$ cat src/design/udtc_pkg.sv
// shared types, character constants and hex helpers for the url path decoder
`default_nettype none

package udtc_pkg;

  // characters the decoder reacts to
  localparam logic [7:0] CharPercent = 8'h25;  // '%'
  localparam logic [7:0] CharPlus    = 8'h2B;  // '+'
  localparam logic [7:0] CharSpace   = 8'h20;  // ' '
  localparam logic [7:0] CharQmark   = 8'h3F;  // '?'
  localparam logic [7:0] CharDot     = 8'h2E;  // '.'
  localparam logic [7:0] CharSlash   = 8'h2F;  // '/'
  localparam logic [7:0] CharBslash  = 8'h5C;  // '\'

  // most result words one input word can cause
  localparam int unsigned MaxResults = 3;

  // escape tracking, one-hot
  typedef enum logic [2:0] {
    ESC_IDLE = 3'b001,
    ESC_PCT  = 3'b010,
    ESC_HEX1 = 3'b100
  } esc_state_e;

  // segment tracking, one-hot
  typedef enum logic [3:0] {
    SEG_START  = 4'b0001,
    SEG_DOT    = 4'b0010,
    SEG_DOTDOT = 4'b0100,
    SEG_OTHER  = 4'b1000
  } seg_state_e;

  // decoded bytes produced by one input word, in order
  typedef struct packed {
    logic [1:0]                 cnt;
    logic [MaxResults-1:0][7:0] data;
    logic                       last;
  } cand_list_t;

  // one result word
  typedef struct packed {
    logic [7:0] out_byte;
    logic       byte_valid;
    logic       out_last;
    logic       traversal_found;
  } result_t;

  // result words produced by one input word
  typedef struct packed {
    logic [1:0]                cnt;
    result_t [MaxResults-1:0]  res;
  } result_list_t;

  function automatic logic is_hex(input logic [7:0] c);
    is_hex = (c inside {[8'h30:8'h39], [8'h41:8'h46], [8'h61:8'h66]});
  endfunction

  function automatic logic [3:0] hex_val(input logic [7:0] c);
    logic [7:0] v;
    v = 8'h00;
    if (c inside {[8'h30:8'h39]}) begin
      v = c - 8'h30;
    end else if (c inside {[8'h61:8'h66]}) begin
      v = c - 8'h57;
    end else if (c inside {[8'h41:8'h46]}) begin
      v = c - 8'h37;
    end
    hex_val = v[3:0];
  endfunction

endpackage

`default_nettype wire

$ cat src/design/udtc_escape.sv
// percent and plus decoding: turns one raw byte into up to three decoded bytes
`default_nettype none

module udtc_escape (
  input  wire logic                   clk_i,
  input  wire logic                   rst_ni,
  input  wire logic                   advance_i,
  input  wire logic [7:0]             byte_i,
  input  wire logic                   last_i,
  output udtc_pkg::cand_list_t        cand_o
);

  udtc_pkg::esc_state_e esc_q, esc_d;
  logic [7:0]           first_q, first_d;

  function automatic udtc_pkg::cand_list_t append(input udtc_pkg::cand_list_t l,
                                                  input logic [7:0] b);
    udtc_pkg::cand_list_t r;
    r = l;
    if (l.cnt != 2'(udtc_pkg::MaxResults)) begin
      r.data[l.cnt] = b;
      r.cnt         = l.cnt + 2'd1;
    end
    append = r;
  endfunction

  // escape decoding and end-of-target flush
  always_comb begin
    udtc_pkg::cand_list_t cl;
    logic                 raw;
    cl      = '0;
    cl.last = last_i;
    raw     = 1'b0;
    esc_d   = esc_q;
    first_d = first_q;
    case (esc_q)
      udtc_pkg::ESC_PCT: begin
        if (udtc_pkg::is_hex(byte_i)) begin
          first_d = byte_i;
          esc_d   = udtc_pkg::ESC_HEX1;
        end else begin
          cl  = append(cl, udtc_pkg::CharPercent);
          raw = 1'b1;
        end
      end
      udtc_pkg::ESC_HEX1: begin
        if (udtc_pkg::is_hex(byte_i)) begin
          cl    = append(cl, {udtc_pkg::hex_val(first_q), udtc_pkg::hex_val(byte_i)});
          esc_d = udtc_pkg::ESC_IDLE;
        end else begin
          cl  = append(cl, udtc_pkg::CharPercent);
          cl  = append(cl, first_q);
          raw = 1'b1;
        end
      end
      default: begin
        raw = 1'b1;
      end
    endcase
    // byte handled as fresh input
    if (raw) begin
      esc_d = udtc_pkg::ESC_IDLE;
      if (byte_i == udtc_pkg::CharPercent) begin
        esc_d = udtc_pkg::ESC_PCT;
      end else if (byte_i == udtc_pkg::CharPlus) begin
        cl = append(cl, udtc_pkg::CharSpace);
      end else begin
        cl = append(cl, byte_i);
      end
    end
    // an escape cut by the end goes out literally
    if (last_i) begin
      if (esc_d == udtc_pkg::ESC_PCT) begin
        cl = append(cl, udtc_pkg::CharPercent);
      end else if (esc_d == udtc_pkg::ESC_HEX1) begin
        cl = append(cl, udtc_pkg::CharPercent);
        cl = append(cl, first_d);
      end
      esc_d   = udtc_pkg::ESC_IDLE;
      first_d = 8'h00;
    end
    cand_o = cl;
  end

  // escape state
  always_ff @(posedge clk_i or negedge rst_ni) begin
    if (!rst_ni) begin
      esc_q   <= udtc_pkg::ESC_IDLE;
      first_q <= 8'h00;
    end else if (advance_i) begin
      esc_q   <= esc_d;
      first_q <= first_d;
    end
  end

endmodule

`default_nettype wire

$ cat src/design/udtc_path.sv
// query cut-off and dot-dot segment check over the decoded bytes
`default_nettype none

module udtc_path (
  input  wire logic                   clk_i,
  input  wire logic                   rst_ni,
  input  wire logic                   advance_i,
  input  wire udtc_pkg::cand_list_t   cand_i,
  output udtc_pkg::result_list_t      res_o
);

  logic                 query_q, query_d;
  udtc_pkg::seg_state_e seg_q, seg_d;
  logic                 trav_q, trav_d;

  // walk the decoded bytes of this word in order
  always_comb begin
    udtc_pkg::result_list_t rl;
    logic [7:0]             b;
    rl      = '0;
    b       = 8'h00;
    query_d = query_q;
    seg_d   = seg_q;
    trav_d  = trav_q;
    for (int k = 0; k < udtc_pkg::MaxResults; k++) begin
      if ((2'(k) < cand_i.cnt) && !query_d) begin
        b = cand_i.data[k];
        if (b == udtc_pkg::CharQmark) begin
          query_d = 1'b1;
        end else begin
          if (b == udtc_pkg::CharSlash || b == udtc_pkg::CharBslash) begin
            if (seg_d == udtc_pkg::SEG_DOTDOT) begin
              trav_d = 1'b1;
            end
            seg_d = udtc_pkg::SEG_START;
          end else if (b == udtc_pkg::CharDot) begin
            case (seg_d)
              udtc_pkg::SEG_START:  seg_d = udtc_pkg::SEG_DOT;
              udtc_pkg::SEG_DOT:    seg_d = udtc_pkg::SEG_DOTDOT;
              default:              seg_d = udtc_pkg::SEG_OTHER;
            endcase
          end else begin
            seg_d = udtc_pkg::SEG_OTHER;
          end
          rl.res[rl.cnt].out_byte   = b;
          rl.res[rl.cnt].byte_valid = 1'b1;
          rl.cnt                    = rl.cnt + 2'd1;
        end
      end
    end
    // close the target: final flag on the last word, then clear
    if (cand_i.last) begin
      if (seg_d == udtc_pkg::SEG_DOTDOT) begin
        trav_d = 1'b1;
      end
      if (rl.cnt == 2'd0) begin
        rl.cnt = 2'd1;
      end
      rl.res[rl.cnt - 2'd1].out_last        = 1'b1;
      rl.res[rl.cnt - 2'd1].traversal_found = trav_d;
      query_d = 1'b0;
      seg_d   = udtc_pkg::SEG_START;
      trav_d  = 1'b0;
    end
    res_o = rl;
  end

  // path state
  always_ff @(posedge clk_i or negedge rst_ni) begin
    if (!rst_ni) begin
      query_q <= 1'b0;
      seg_q   <= udtc_pkg::SEG_START;
      trav_q  <= 1'b0;
    end else if (advance_i) begin
      query_q <= query_d;
      seg_q   <= seg_d;
      trav_q  <= trav_d;
    end
  end

endmodule

`default_nettype wire

$ cat src/design/udtc_outbuf.sv
// result register: holds one input word's results, hands out one a cycle if tready
`default_nettype none

module udtc_outbuf (
  input  wire logic                   clk_i,
  input  wire logic                   rst_ni,
  input  wire logic                   load_i,
  input  wire udtc_pkg::result_list_t list_i,
  output logic                        can_load_o,
  output logic                        m_axis_tvalid_o,
  input  wire logic                   m_axis_tready_i,
  output logic [7:0]                  m_axis_tdata_o,   // out_byte
  output logic                        m_axis_tlast_o,   // out_last
  output logic [1:0]                  m_axis_tuser_o    // byte_valid, traversal_found
);

  udtc_pkg::result_t [udtc_pkg::MaxResults-1:0] res_q;
  logic [1:0] cnt_q;
  logic [1:0] idx_q;
  logic       pop;
  logic       at_end;

  assign pop        = m_axis_tvalid_o && m_axis_tready_i;
  assign at_end     = (idx_q == cnt_q - 2'd1);
  assign can_load_o = (cnt_q == 2'd0) || (pop && at_end);

  // output word
  assign m_axis_tvalid_o = (cnt_q != 2'd0);
  assign m_axis_tdata_o  = res_q[idx_q].out_byte;
  assign m_axis_tlast_o  = res_q[idx_q].out_last;
  assign m_axis_tuser_o  = {res_q[idx_q].traversal_found, res_q[idx_q].byte_valid};

  // count and read index
  always_ff @(posedge clk_i or negedge rst_ni) begin
    if (!rst_ni) begin
      cnt_q <= 2'd0;
      idx_q <= 2'd0;
    end else if (load_i) begin
      cnt_q <= list_i.cnt;
      idx_q <= 2'd0;
    end else if (pop) begin
      if (at_end) begin
        cnt_q <= 2'd0;
        idx_q <= 2'd0;
      end else begin
        idx_q <= idx_q + 2'd1;
      end
    end
  end

  // payload
  always_ff @(posedge clk_i) begin
    if (load_i) begin
      res_q <= list_i.res;
    end
  end

endmodule

`default_nettype wire

$ cat src/design/url_path_decode_and_traversal_check_core.sv
// top level: input register, escape decode, path check and result register
// an input word waits in the input register; its results go to the result register
// throughput: one input word per cycle while each gives at most one result word and
//   output is not stalled; a word with two or three results holds the input register
// the result register hands out one word a cycle unless stalled, so it sets the rate
// reset: asynchronous active low, clears all decode state and empties both registers
`default_nettype none

module url_path_decode_and_traversal_check_core (
  input  wire logic       clk_i,
  input  wire logic       rst_ni,
  input  wire logic       s_axis_tvalid_i,
  output logic            s_axis_tready_o,
  input  wire logic [7:0] s_axis_tdata_i,   // in_byte
  input  wire logic       s_axis_tlast_i,   // in_last
  output logic            m_axis_tvalid_o,
  input  wire logic       m_axis_tready_i,
  output logic [7:0]      m_axis_tdata_o,   // out_byte
  output logic            m_axis_tlast_o,   // out_last
  output logic [1:0]      m_axis_tuser_o    // [0] byte_valid, [1] traversal_found
);

  logic                   in_vld_q;
  logic [7:0]             in_byte_q;
  logic                   in_last_q;
  logic                   can_load;
  logic                   advance;
  udtc_pkg::cand_list_t   cand;
  udtc_pkg::result_list_t res_list;

  assign advance         = in_vld_q && can_load;
  assign s_axis_tready_o = !in_vld_q || advance;

  // input register valid
  always_ff @(posedge clk_i or negedge rst_ni) begin
    if (!rst_ni) begin
      in_vld_q <= 1'b0;
    end else if (s_axis_tvalid_i && s_axis_tready_o) begin
      in_vld_q <= 1'b1;
    end else if (advance) begin
      in_vld_q <= 1'b0;
    end
  end

  // input register payload
  always_ff @(posedge clk_i) begin
    if (s_axis_tvalid_i && s_axis_tready_o) begin
      in_byte_q <= s_axis_tdata_i;
      in_last_q <= s_axis_tlast_i;
    end
  end

  udtc_escape u_escape (
    .clk_i     (clk_i),
    .rst_ni    (rst_ni),
    .advance_i (advance),
    .byte_i    (in_byte_q),
    .last_i    (in_last_q),
    .cand_o    (cand)
  );

  udtc_path u_path (
    .clk_i     (clk_i),
    .rst_ni    (rst_ni),
    .advance_i (advance),
    .cand_i    (cand),
    .res_o     (res_list)
  );

  udtc_outbuf u_outbuf (
    .clk_i           (clk_i),
    .rst_ni          (rst_ni),
    .load_i          (advance),
    .list_i          (res_list),
    .can_load_o      (can_load),
    .m_axis_tvalid_o (m_axis_tvalid_o),
    .m_axis_tready_i (m_axis_tready_i),
    .m_axis_tdata_o  (m_axis_tdata_o),
    .m_axis_tlast_o  (m_axis_tlast_o),
    .m_axis_tuser_o  (m_axis_tuser_o)
  );

endmodule

`default_nettype wire

$ cat config.mk
export PLATFORM = sky130hd
export DESIGN_NAME = url_path_decode_and_traversal_check_core
export DESIGN_NICKNAME = d
export VERILOG_FILES = /design/src/design/udtc_pkg.sv /design/src/design/udtc_escape.sv /design/src/design/udtc_path.sv /design/src/design/udtc_outbuf.sv /design/src/design/url_path_decode_and_traversal_check_core.sv
export SDC_FILE = /design/constraint.sdc
export NUM_CORES = 1
export LEC_CHECK = 0
export BUFFER_PORTS_ARGS = -buffer_cell sky130_fd_sc_hd__buf_4
export CORE_MARGIN = 2
export CORE_UTILIZATION = 40
export CTS_CLUSTER_SIZE = 24
export DETAILED_ROUTE_END_ITERATION = 10
export GPL_ROUTABILITY_DRIVEN = 0
export PLACE_DENSITY_LB_ADDON = 0.1
export SETUP_SLACK_MARGIN = 0.2
export SLEW_MARGIN = 20
export SYNTH_ARGS = -nofsm -noshare
export SYNTH_HDL_FRONTEND = slang
export SYNTH_SLANG_ARGS = --single-unit
export TNS_END_PERCENT = 100
$ cat constraint.sdc
create_clock -name clk_i -period 5.8 [get_ports clk_i]
set_input_delay 0.58 -clock clk_i [delete_from_list [all_inputs] [get_ports clk_i]]
set_output_delay 0.58 -clock clk_i [all_outputs]
set_load 0.05 [all_outputs]
; ---- Word-level counts from Yosys, hierarchy flattened
; Index checks and enable logic that the tools add are counted.
; Widths: inputs -> output; s select.
[word_totals]
output_inout_bits = 13
regBits = 64
wordCells = 270
input_bits = 13
[classes]
n_reduce_logical = 38
n_eq_ne = 33
muxes = 126
n_lt_le_gt_ge = 30
bitwise = 6
addsub = 15
[op_table]
columns = operator, count
row1 = $mux 26, 9
row2 = $bwmux 33, 6
row3 = $mux 27, 7
row4 = $mux 35, 5
row5 = $demux 11 s2, 6
row6 = $eq 8x6->1 const B, 11
row7 = $mux 4, 19
row8 = $bwmux 24, 3
row9 = $mux 8, 9
row10 = $demux 8 s2, 4
row11 = $pmux 27 s2, 1
row12 = $mux 11, 3
row13 = $ge 8x7->1 const B, 4
row14 = $le 8x7->1 const B, 4
row15 = $mux 1, 28
row16 = $mux 2, 13
row17 = $eq 8x7->1 const B, 3
row18 = $lt 2x3->1 const B, 8
row19 = $pmux 4 s2, 3
row20 = $bmux 11 s2, 1
row21 = $and 21x21->21, 1
row22 = $not 21->21, 1
row23 = $logic_and 1x1->1, 20
row24 = $mux 3, 6
row25 = 29 further kinds, 73

; ---- Depth between registers and ports, before layout
; Gate-level depths: netlist of run 1.
[depth]
ltp_word = 73
depth_mapped = 21
depth_no_buf = 18

; ---- By module
; From an unflattened synthesis of run 1, not the netlist that was laid out.
[unflattened]
hier_cells = 491
area_unflattened_um2 = 4534.3
[by_module_without_submodules]
columns = module, seq_area_each_um2, instances, area_per_inst_um2, cells_each
row1 = udtc_outbuf, 1091.0, 1, 1477.7, 97
row2 = udtc_path, 151.4, 1, 1380.1, 211
row3 = udtc_escape, 276.5, 1, 1346.3, 169
row4 = url_path_decode_and_traversal_check_core, 295.3, 1, 330.3, 14

; ---- Worst setup path after synthesis of run 1
; OpenSTA, ideal clock, no wires.
[synth_timing]
path_kind = flip-flop to flip-flop
from = register in_byte_q[1]
to = register u_outbuf.res_q[7] (netlist name) (data pin)
n_path_buf = 4
path_stages_with_launch = 21
period_less_slack_ns = 4.542
arrival_ns = 4.285
setup_ns = 0.257
path_slack_ns = 1.258
required_ns = 5.543
path_cell_list = edfxtp_1 > clkbuf_1 > inv_1 > ha_1 > or3b_2 > nand4b_4 > o21ai_2 > buf_6 > a22o_1 > a221o_1 > a41o_1 > clkbuf_1 > ha_1 > inv_1 > a21oi_2 > inv_1 > ha_1 > and2_1 > buf_2 > a22o_1 > a32o_1
[synth_lines]
columns = element, line
row1 = "start, declared", url_path_decode_and_traversal_check_core.sv:24  ; logic [7:0] in_byte_q;
row2 = "start signal, assigned", url_path_decode_and_traversal_check_core.sv:48  ; in_byte_q <= s_axis_tdata_i;
row3 = "end signal, assigned", udtc_outbuf.sv:54  ; res_q <= list_i.res;
row4 = "end, declared", udtc_outbuf.sv:17  ; udtc_pkg::result_t [udtc_pkg::MaxResults-1:0] res_q;

; ---- Worst setup path after layout of run 1
[layout_timing]
from = register in_byte_q[0]
to = register u_outbuf.cnt_q[0]
[layout_between]
elab_chain_len = 39
elab_cells_between_ends = 102
cone_classes = add/sub: 8 / order compare: 15 / eq/ne: 10 / mux: 50 / bitwise: 6 / reduce/logical: 13
[layout_lines]
columns = element, line
row1 = branches (longest 24 deep; another with $ge 8x6->1), n/a
row2 = $mux 27 (*), udtc_escape.sv:72  ; if (last_i) begin
row3 = $eq 8x6->1, udtc_path.sv:28  ; if (b == udtc_pkg::CharQmark) begin
row4 = $mux 1, udtc_path.sv:28
row5 = $mux 2 / $mux 1 (equally long branches), udtc_path.sv:26  ; if ((2'(k) < cand_i.cnt) && !query_d) begin
row6 = $add 2x1->2 / $logic_not 1->1 (equally long branches), "udtc_path.sv:47, udtc_path.sv:26"
row7 = $mux 35 / $logic_and 1x1->1 (equally long branches), "udtc_path.sv:28, udtc_path.sv:26"
row8 = $mux 35 / $mux 1 (equally long branches), udtc_path.sv:26
row9 = $add 2x1->2 / $logic_not 1->1 (equally long branches), "udtc_path.sv:47, udtc_path.sv:26"
row10 = $mux 35 / $logic_and 1x1->1 (equally long branches), "udtc_path.sv:28, udtc_path.sv:26"
row11 = $mux 35, udtc_path.sv:26
row12 = $logic_not 2->1, udtc_path.sv:56  ; if (rl.cnt == 2'd0) begin
row13 = $mux 2, udtc_path.sv:56
row14 = $mux 2, udtc_path.sv:52  ; if (cand_i.last) begin
row15 = $mux 35 (*), udtc_path.sv:52
row16 = $mux 2 (*), udtc_outbuf.sv:38  ; end else if (load_i) begin
row17 = "end signal, assigned", udtc_outbuf.sv:39  ; cnt_q <= list_i.cnt;
row18 = "end, declared", udtc_outbuf.sv:18  ; logic [1:0] cnt_q;
; Mark *: on every way between the ends. The select of a mux whose other input is x is not followed.
; A chain may end at the register's enable or synchronous reset.

==> results of run 1 <==
worst max-delay path, stage by stage (launching register included):
cell,delay [ps]
sky130_fd_sc_hd__edfxtp_1,580
sky130_fd_sc_hd__inv_1,150
sky130_fd_sc_hd__ha_1,240
sky130_fd_sc_hd__or3b_2,220
sky130_fd_sc_hd__nand4b_4,190
sky130_fd_sc_hd__o21a_4,330
sky130_fd_sc_hd__a2111oi_0,700
sky130_fd_sc_hd__a21oi_1,170
sky130_fd_sc_hd__a41o_2,440
sky130_fd_sc_hd__ha_1,320
sky130_fd_sc_hd__inv_1,40
sky130_fd_sc_hd__a21oi_2,260
sky130_fd_sc_hd__ha_1,290
sky130_fd_sc_hd__nor4_1,450
sky130_fd_sc_hd__o21bai_1,250
sky130_fd_sc_hd__o21ai_0,120
sky130_fd_sc_hd__a22o_1,200
cell usage in the layout, fill, tap and decap left out, types with 3 or more instances in the layout:
| master | count |
|---|---|
| sky130_fd_sc_hd__xnor2_1 | 3 |
| sky130_fd_sc_hd__clkinv_2 | 3 |
| sky130_fd_sc_hd__nor2_1 | 44 |
| sky130_fd_sc_hd__a31o_2 | 4 |
| sky130_fd_sc_hd__a21oi_1 | 21 |
| sky130_fd_sc_hd__a32oi_1 | 3 |
| sky130_fd_sc_hd__o211ai_1 | 5 |
| sky130_fd_sc_hd__nand4_1 | 7 |
| sky130_fd_sc_hd__mux2i_1 | 15 |
| sky130_fd_sc_hd__a21oi_2 | 3 |
| sky130_fd_sc_hd__o21bai_1 | 3 |
| sky130_fd_sc_hd__edfxtp_1 | 42 |
| sky130_fd_sc_hd__o21ai_0 | 27 |
| sky130_fd_sc_hd__inv_1 | 18 |
| sky130_fd_sc_hd__a22o_1 | 11 |
| sky130_fd_sc_hd__nand3_1 | 15 |
| sky130_fd_sc_hd__o2111ai_1 | 3 |
| sky130_fd_sc_hd__a22oi_1 | 10 |
| sky130_fd_sc_hd__a221o_1 | 3 |
| sky130_fd_sc_hd__ha_1 | 15 |
| sky130_fd_sc_hd__a2bb2oi_1 | 3 |
| sky130_fd_sc_hd__o22ai_1 | 8 |
| sky130_fd_sc_hd__nand2b_1 | 9 |
| sky130_fd_sc_hd__nand2_1 | 54 |
| sky130_fd_sc_hd__a31oi_1 | 5 |
| sky130_fd_sc_hd__nor2b_1 | 5 |
| sky130_fd_sc_hd__nand3b_1 | 4 |
| sky130_fd_sc_hd__nor3_1 | 12 |
| sky130_fd_sc_hd__xor2_1 | 4 |
| sky130_fd_sc_hd__buf_4 | 32 |
| sky130_fd_sc_hd__and3_1 | 3 |
| sky130_fd_sc_hd__dfrtp_1 | 20 |
| sky130_fd_sc_hd__o31ai_1 | 4 |
| sky130_fd_sc_hd__clkbuf_16 | 9 |
| sky130_fd_sc_hd__and2_1 | 7 |
metal layers:
layer / routed length [um] / up-vias
met3: 738 / 40
met4: 517 / 0
li1: - / 1870
met2: 6310 / 174
met5: 0 / -
met1: 5970 / 1971
cell type report:
cell class / count / area, um^2 / area share [%]
Clock buffer: 9 / 225 / 4.36
Clock inverter: 7 / 86.3 / 1.67
Inverter: 20 / 75.1 / 1.45
Multi-Input combinational cell: 376 / 2550 / 49.3
Sequential cell: 64 / 1810 / 35.1
Tap cell: 143 / 179 / 3.46
Timing Repair Buffer: 32 / 240 / 4.65
path summary, 6_finish.rpt:
path | from | endpoint | slack [ps]
worst max-delay path | in_byte_q[0] | u_outbuf.cnt_q[0] | 720
worst min register to register | u_outbuf.cnt_q[1] | u_outbuf.cnt_q[1] | 520
worst max register to register | in_byte_q[0] | u_outbuf.cnt_q[0] | 720
min in group clk_i | s_axis_tdata_i[3] | in_byte_q[3] | 420
worst min-delay path | rst_ni | u_escape.first_q[1] | 130
max in group asynchronous | rst_ni | u_escape.esc_q[0] | 5380
registers in the layout (all words and copies together) (netlist names):
| register | cells |
|---|---|
| u_path.trav_q | 1 |
| u_outbuf.res_q | 33 |
| u_outbuf.idx_q | 2 |
| u_escape.esc_q | 3 |
| in_vld_q | 1 |
| in_last_q | 1 |
| u_path.seg_q | 4 |
| in_byte_q | 8 |
| u_path.query_q | 1 |
| u_outbuf.cnt_q | 2 |
| u_escape.first_q | 8 |
power groups by stage:
| stage | Clock, mW | Sequential [mW] | Combinational [mW] |
|---|---|---|---|
| 4_1_cts | 0.578 | 0.889 | 1.04 |
| 5_1_grt | 0.600 | 0.911 | 1.13 |
| 3_5_place_dp | 0 | 0.897 | 1.04 |
| 3_3_place_gp | 0 | 0.892 | 1.02 |
| 2_1_floorplan | 0 | 0.774 | 0.849 |
| 6_report | 0.569 | 0.888 | 1.04 |
logic make-up (layout without fill, tap and decap cells):
| kind of cell | Yosys count | in the layout | synth area share [%] |
|---|---|---|---|
| simple gates | 192 | 192 | 22.9 |
| compound gates | 146 | 146 | 23.5 |
| flops | 64 | 64 | 39.4 |
| buf+inv | 55 | 68 | 5.35 |
| mux | 16 | 16 | 3.50 |
| fa+ha+maj | 15 | 15 | 4.07 |
| xor+xnor | 7 | 7 | 1.33 |
synthesized netlist by cell type (all sizes together), types with 10 or more instances:
| cell type | n |
|---|---|
| a21oi | 24 |
| a22o | 11 |
| a22oi | 10 |
| buf | 14 |
| clkbuf | 21 |
| dfrtp | 20 |
| edfxtp | 42 |
| ha | 15 |
| inv | 19 |
| mux2i | 15 |
| nand2 | 54 |
| nand3 | 15 |
| nor2 | 46 |
| nor3 | 14 |
| o21ai | 29 |
what timing repair did:
action | in CTS | in global routing
buffers inserted | 0 | 0
resized for setup | 0 | 1
setup endpoints to repair | 0 | 2
hold buffers | 0 | 0
metrics by stage:
step           hold slack, ps  power, mW  instances  worst slack (ps)
5_1_grt                   157       2.64        651               263
4_1_cts                   142       2.51        651               695
6_report                  134       2.50        651               717
3_5_place_dp              496       1.94        635               754
2_1_floorplan             284       1.62        495              1260
3_3_place_gp              494       1.92        635               973
==> results.md, run 1 <==
- Outcome: finished clean
- Busiest grt layer: met2
- Drt wl/cell: 20.8 um
- Clock-pin slew reported for the worst setup and hold paths after clock tree synthesis: 60 ps
- Arrival time worst endpoint: 5300 ps
- Final WL: 13.5 mm
- Synth area leader: sky130_fd_sc_hd__edfxtp_1
- Area added between synthesis and finish: 12.2%
- Number of hold-slack violations in the final timing report: 0
- Placement Rows: 39
- Met2 layer usage reported by global route: 35.5%
- Clock Power Share: 22.8%
- Depth of the most critical reg-to-reg path: 16
- Post-Synthesis Mean Instance Area: 9.30 um^2
- Switching pwr: 1.08 mW
- Worst Max-Slew Pin Slew: 939 ps
- Max capacitance violation total: 0
- Top FF cell, synth: sky130_fd_sc_hd__edfxtp_1
- Area of placed instances: 4850 um^2
- Global-route total usage across every layer: 22.1%
- Count of flip-flops with a built-in enable after synthesis: 42
- Switching share of power: 43.4%
- I/O pin cnt: 26
- Max-slew violation count: 0
- Pin count of the biggest net entering global routing: 44
- Main area contributors after synthesis: sky130_fd_sc_hd__edfxtp_1 (27%), sky130_fd_sc_hd__dfrtp_1 (11%), sky130_fd_sc_hd__nand2_1 (4.4%), sky130_fd_sc_hd__ha_1 (4.1%), sky130_fd_sc_hd__nor2_1 (3.6%)
- Chip Width: 111 um
- Share of flip-flops with an asynchronous set or reset: 34.4%
- Total non-filler cell area in the finished layout: 5170 um^2
- Clock insertion delay at the later pin of the skew report: 330 ps
- Internal Pwr Total: 1.41 mW
- Static leakage power: 1.94 nW
- Total overflow reported by the global router: 0
- Number of clock sinks: 64
- Count of yosys warnings during synthesis: 0
- Setup TNS: 0 ps
- Combinational group share of total power: 41.7%
- Setup repair after global routing missed its margin: false
- # diodes: 0
- Vias in the first global route: 3,741
- Largest fanout on the critical path: 14
- Headroom to the max-slew limit: 37.3%
- Endpoint required time on the critical path: 6020 ps
- DRC violations left: 0
- Number of detailed-route iterations in the first pass: 5
- Final worst path period share: 87.6%
- Setup skew after layout: 7.20 ps
- Number of buffers added by the clock tree synthesis step: 9
- Type of element launching the critical path: flop
- Post-route minimum period: 5080 ps
- Type of the setup path with the least slack: reg -> reg
- Filler cell count: 1,100
- Achievable Freq: 197 MHz
- First-pass GRT wire length: 21.4 mm
- Final setup violation count: 0
- Maximum clock insertion buffer count: 2
- Worst IR Drop VDD: 0.283 mV
- Synth unique cells: 88
- Die Height: 111 um
- Met3 capacity usage during global routing: 3.28%
- Synth Register Bits: 64
- Power per unit of standard cell area: 483 nW/um^2
- Hold WC Path Type: in -> async
- Cell at the root of the clock tree: sky130_fd_sc_hd__clkbuf_16
- Effective utilization at floorplan: 40.7%
- Depth of the CTS H-tree: 3
- Category of the worst setup path capture point: flop
- Total via count in the routed design: 4,055
- Yosys top cell area share: 27.4%
- TritonCTS clock tree: yes
- Remaining antenna violation count: 0
- 1st-iter DRT viols: 461
- Area of the core: 11,300 um^2
- Met1 usage: 30.2%
- HPWL reported at the end of detailed placement: 9.98 mm
- Post-Synthesis Cells: 495
- Number of nets in the layout: 531
- Layout cells sized above 1: 16.1%
- Post-synthesis sequential area ratio: 39.4%
- Total Die Area: 12,400 um^2
- Via-per-instance ratio: 6.23
- Initial antenna violation count: 0
- Port Buffers: 25
- Cell Area, Synth: 4610 um^2
- Register share of total power: 35.6%
- Synthesized net count: 523
- Final Util: 45.6%
(Power assumes the default switching activity.)
==> run 2, diff against run 1 <==
- REMOVE_ABC_BUFFERS: default -> 1
==> results.md, run 2 (synthesis results as in run 1) <==
- Outcome: finished clean
- Pin count of the biggest net entering global routing: 44 (unchanged)
- Headroom to the max-slew limit: 30.2% (-7.1 points)
- Number of detailed-route iterations in the first pass: 5 (unchanged)
- Worst IR Drop VDD: 0.335 mV (+18%)
- Met3 capacity usage during global routing: 3.77% (+0.49 points)
- Cell at the root of the clock tree: sky130_fd_sc_hd__clkbuf_16
- Clock-pin slew reported for the worst setup and hold paths after clock tree synthesis: 50 ps (about the same)
- Area of the core: 11,300 um^2 (unchanged)
- Clock insertion delay at the later pin of the skew report: 330 ps (about the same)
- Number of buffers added by the clock tree synthesis step: 9 (unchanged)
- Total via count in the routed design: 3,974 (-2.0%)
- CTS-repair resized insts: 0 (unchanged)
- Filler cell count: 1,079 (-1.9%)
- Global-route total usage across every layer: 21.1% (-1.0 points)
- Combinational group share of total power: 42.1% (+0.4 points)
- Met2 layer usage reported by global route: 31.4% (-4.1 points)
- 1st-iter DRT viols: 454 (-1.5%)
- Type of the setup path with the least slack: reg -> reg
- # diodes: 0 (unchanged)
- Effective utilization at floorplan: 40.7% (unchanged)
- Depth of the CTS H-tree: 3 (unchanged)
- Via-per-instance ratio: 6.11 (-1.8%)
- Layout cells sized above 1: 15.6% (-0.56 points)
- Met1 usage: 31.1% (+0.87 points)
- Worst Max-Slew Pin Slew: 1040 ps (+106 ps)
- Category of the worst setup path capture point: flop
- Arrival time worst endpoint: 5240 ps (-60 ps)
- Register share of total power: 37.1% (+1.5 points)
- Clock Power Share: 20.8% (-2.0 points)
- Maximum clock insertion buffer count: 2 (unchanged)
- Number of hold-slack violations in the final timing report: 0 (unchanged)
- Setup Buffers After CTS: 0 (unchanged)
- Max capacitance violation total: 0 (unchanged)
- # hold bufs at CTS: 0 (unchanged)
- I/O pin cnt: 26 (unchanged)
- Achievable Freq: 199 MHz (+1.2%)
- Static leakage power: 1.92 nW (-1.1%)
- Flip-flop count of the largest register after layout: 33 (unchanged)
- Busiest grt layer: met2
- Chip Width: 111 um (unchanged)
- Total Die Area: 12,400 um^2 (unchanged)
- Internal Pwr Total: 1.35 mW (-4.2%)
- Placement Rows: 39 (unchanged)
- Remaining antenna violation count: 0 (unchanged)
- Setup repair after global routing missed its margin: false
- Post-route minimum period: 5020 ps (-62.2 ps)
- Setup TNS: 0 ps (unchanged)
- Switching share of power: 43.8% (+0.33 points)
- Final worst path period share: 86.6% (-1.1 points)
- First-pass GRT wire length: 20.7 mm (-3.3%)
- Reg with most FFs: u_outbuf.res_q
- HPWL reported at the end of detailed placement: 9.15 mm (-8.3%)
- Die Height: 111 um (unchanged)
- Largest fanout on the critical path: 14 (unchanged)
- Port Buffers: 25 (unchanged)
- Final WL: 12.4 mm (-8.6%)
- Largest registers in the final layout: u_outbuf.res_q x33, in_byte_q x8, u_escape.first_q x8
- Total overflow reported by the global router: 0 (unchanged)
- Vias in the first global route: 3,726 (-0.40%)
- Drt wl/cell: 19.0 um (-8.5%)
- Initial antenna violation count: 0 (unchanged)
- Number of nets in the layout: 530 (-0.19%)
- DRC violations left: 0 (unchanged)
- Switching pwr: 1.05 mW (-2.9%)
- Number of clock sinks: 64 (unchanged)
- Final setup violation count: 0 (unchanged)
- Final worst hold slack: 137 ps (+3.56 ps)
- Power per unit of standard cell area: 469 nW/um^2 (-2.8%)
- Type of element launching the critical path: flop
- Setup skew after layout: 6.80 ps (-0.399 ps)
- Hold WC Path Type: in -> async
- Commonest non-fill, non-tap cells in the layout: sky130_fd_sc_hd__nand2_1 (54), sky130_fd_sc_hd__nor2_1 (44), sky130_fd_sc_hd__edfxtp_1 (42), sky130_fd_sc_hd__buf_4 (31), sky130_fd_sc_hd__o21ai_0 (27)
- TritonCTS clock tree: yes
- Endpoint required time on the critical path: 6020 ps (about the same)
- Max-slew violation count: 0 (unchanged)
- Most common library cell in the layout ignoring fill and taps: sky130_fd_sc_hd__nand2_1
- Area added between synthesis and finish: 11.3%
==> run 2: changes by cell type in the layout (fill, tap and decap cells not counted), sizes merged <==
| cell | before | now |
|---|---|---|
| clkinv | 5 | 3 |
| bufinv | 2 | 0 |
| buf | 32 | 31 |
| clkbuf | 9 | 13 |
==> run 2: worst paths after layout <==
kind	from	end	slack, ps	cells after the start
setup / recovery	in_byte_q[1]	u_outbuf.cnt_q[0]	780	16
hold / removal	rst_ni	u_path.seg_q[2]	140	1
setup reg to reg	in_byte_q[1]	u_outbuf.cnt_q[0]	780	16
hold reg to reg	u_outbuf.cnt_q[1]	u_outbuf.cnt_q[1]	520	1
max in group asynchronous	rst_ni	u_escape.esc_q[0]	5370	1
min in group clk_i	s_axis_tlast_i	in_last_q	420	1
==> run 2: layer usage <==
metal | vias up | part of all wire (%)
li1 | 1871 | -
met1 | 1926 | 48
met2 | 155 | 44
met3 | 22 | 5.6
met4 | 0 | 2.3
met5 | - | 0
==> run 2: stage by stage <==
stage | util, % | total power [mW] | instance area [um^2] | setup WS, ps | cells
final | 45.3 | 2.41 | 5130 | 779 | 650
after global placement | 42.8 | 1.91 | 4850 | 905 | 634
after global routing | 45.3 | 2.57 | 5130 | 354 | 650
after floorplan | - | 1.58 | 4430 | 1480 | 460
after CTS | 45.3 | 2.42 | 5120 | 644 | 650
after detailed placement | 42.8 | 1.92 | 4850 | 674 | 634
==> run 2: area by class of cell <==
| cell class | instances | area, um^2 | area share [%] |
|---|---|---|---|
| multi-input combinational | 376 | 2550 | 49.7 |
| sequential | 64 | 1810 | 35.4 |
| clock buffer | 13 | 262 | 5.10 |
| timing repair buffer | 31 | 233 | 4.54 |
| tap | 143 | 179 | 3.49 |
| inverter | 20 | 75.1 | 1.46 |
| clock inverter | 3 | 17.5 | 0.342 |
==> run 2: power groups by stage <==
stage | combinational [mW] | sequential, mW | clock (mW)
after global routing | 1.11 | 0.919 | 0.540
final | 1.01 | 0.893 | 0.502
after floorplan | 0.744 | 0.837 | 0
after detailed placement | 1.02 | 0.897 | 0
after CTS | 1.02 | 0.890 | 0.512
after global placement | 1.01 | 0.896 | 0
==> run 2: critical path, cell delays in order (launching register included) <==
cell and delay (ps):
sky130_fd_sc_hd__edfxtp_1 610, sky130_fd_sc_hd__inv_1 170, sky130_fd_sc_hd__ha_1 230, sky130_fd_sc_hd__or3b_2 210, sky130_fd_sc_hd__nand4b_4 190, sky130_fd_sc_hd__o21ai_2 500, sky130_fd_sc_hd__nand4b_1 160, sky130_fd_sc_hd__a21oi_1 300
sky130_fd_sc_hd__a41o_2 420, sky130_fd_sc_hd__clkinv_1 310, sky130_fd_sc_hd__ha_1 290, sky130_fd_sc_hd__nand2_1 200, sky130_fd_sc_hd__ha_1 280, sky130_fd_sc_hd__nor4_1 420, sky130_fd_sc_hd__o21bai_1 270, sky130_fd_sc_hd__o21ai_0 160
sky130_fd_sc_hd__a22o_1 190
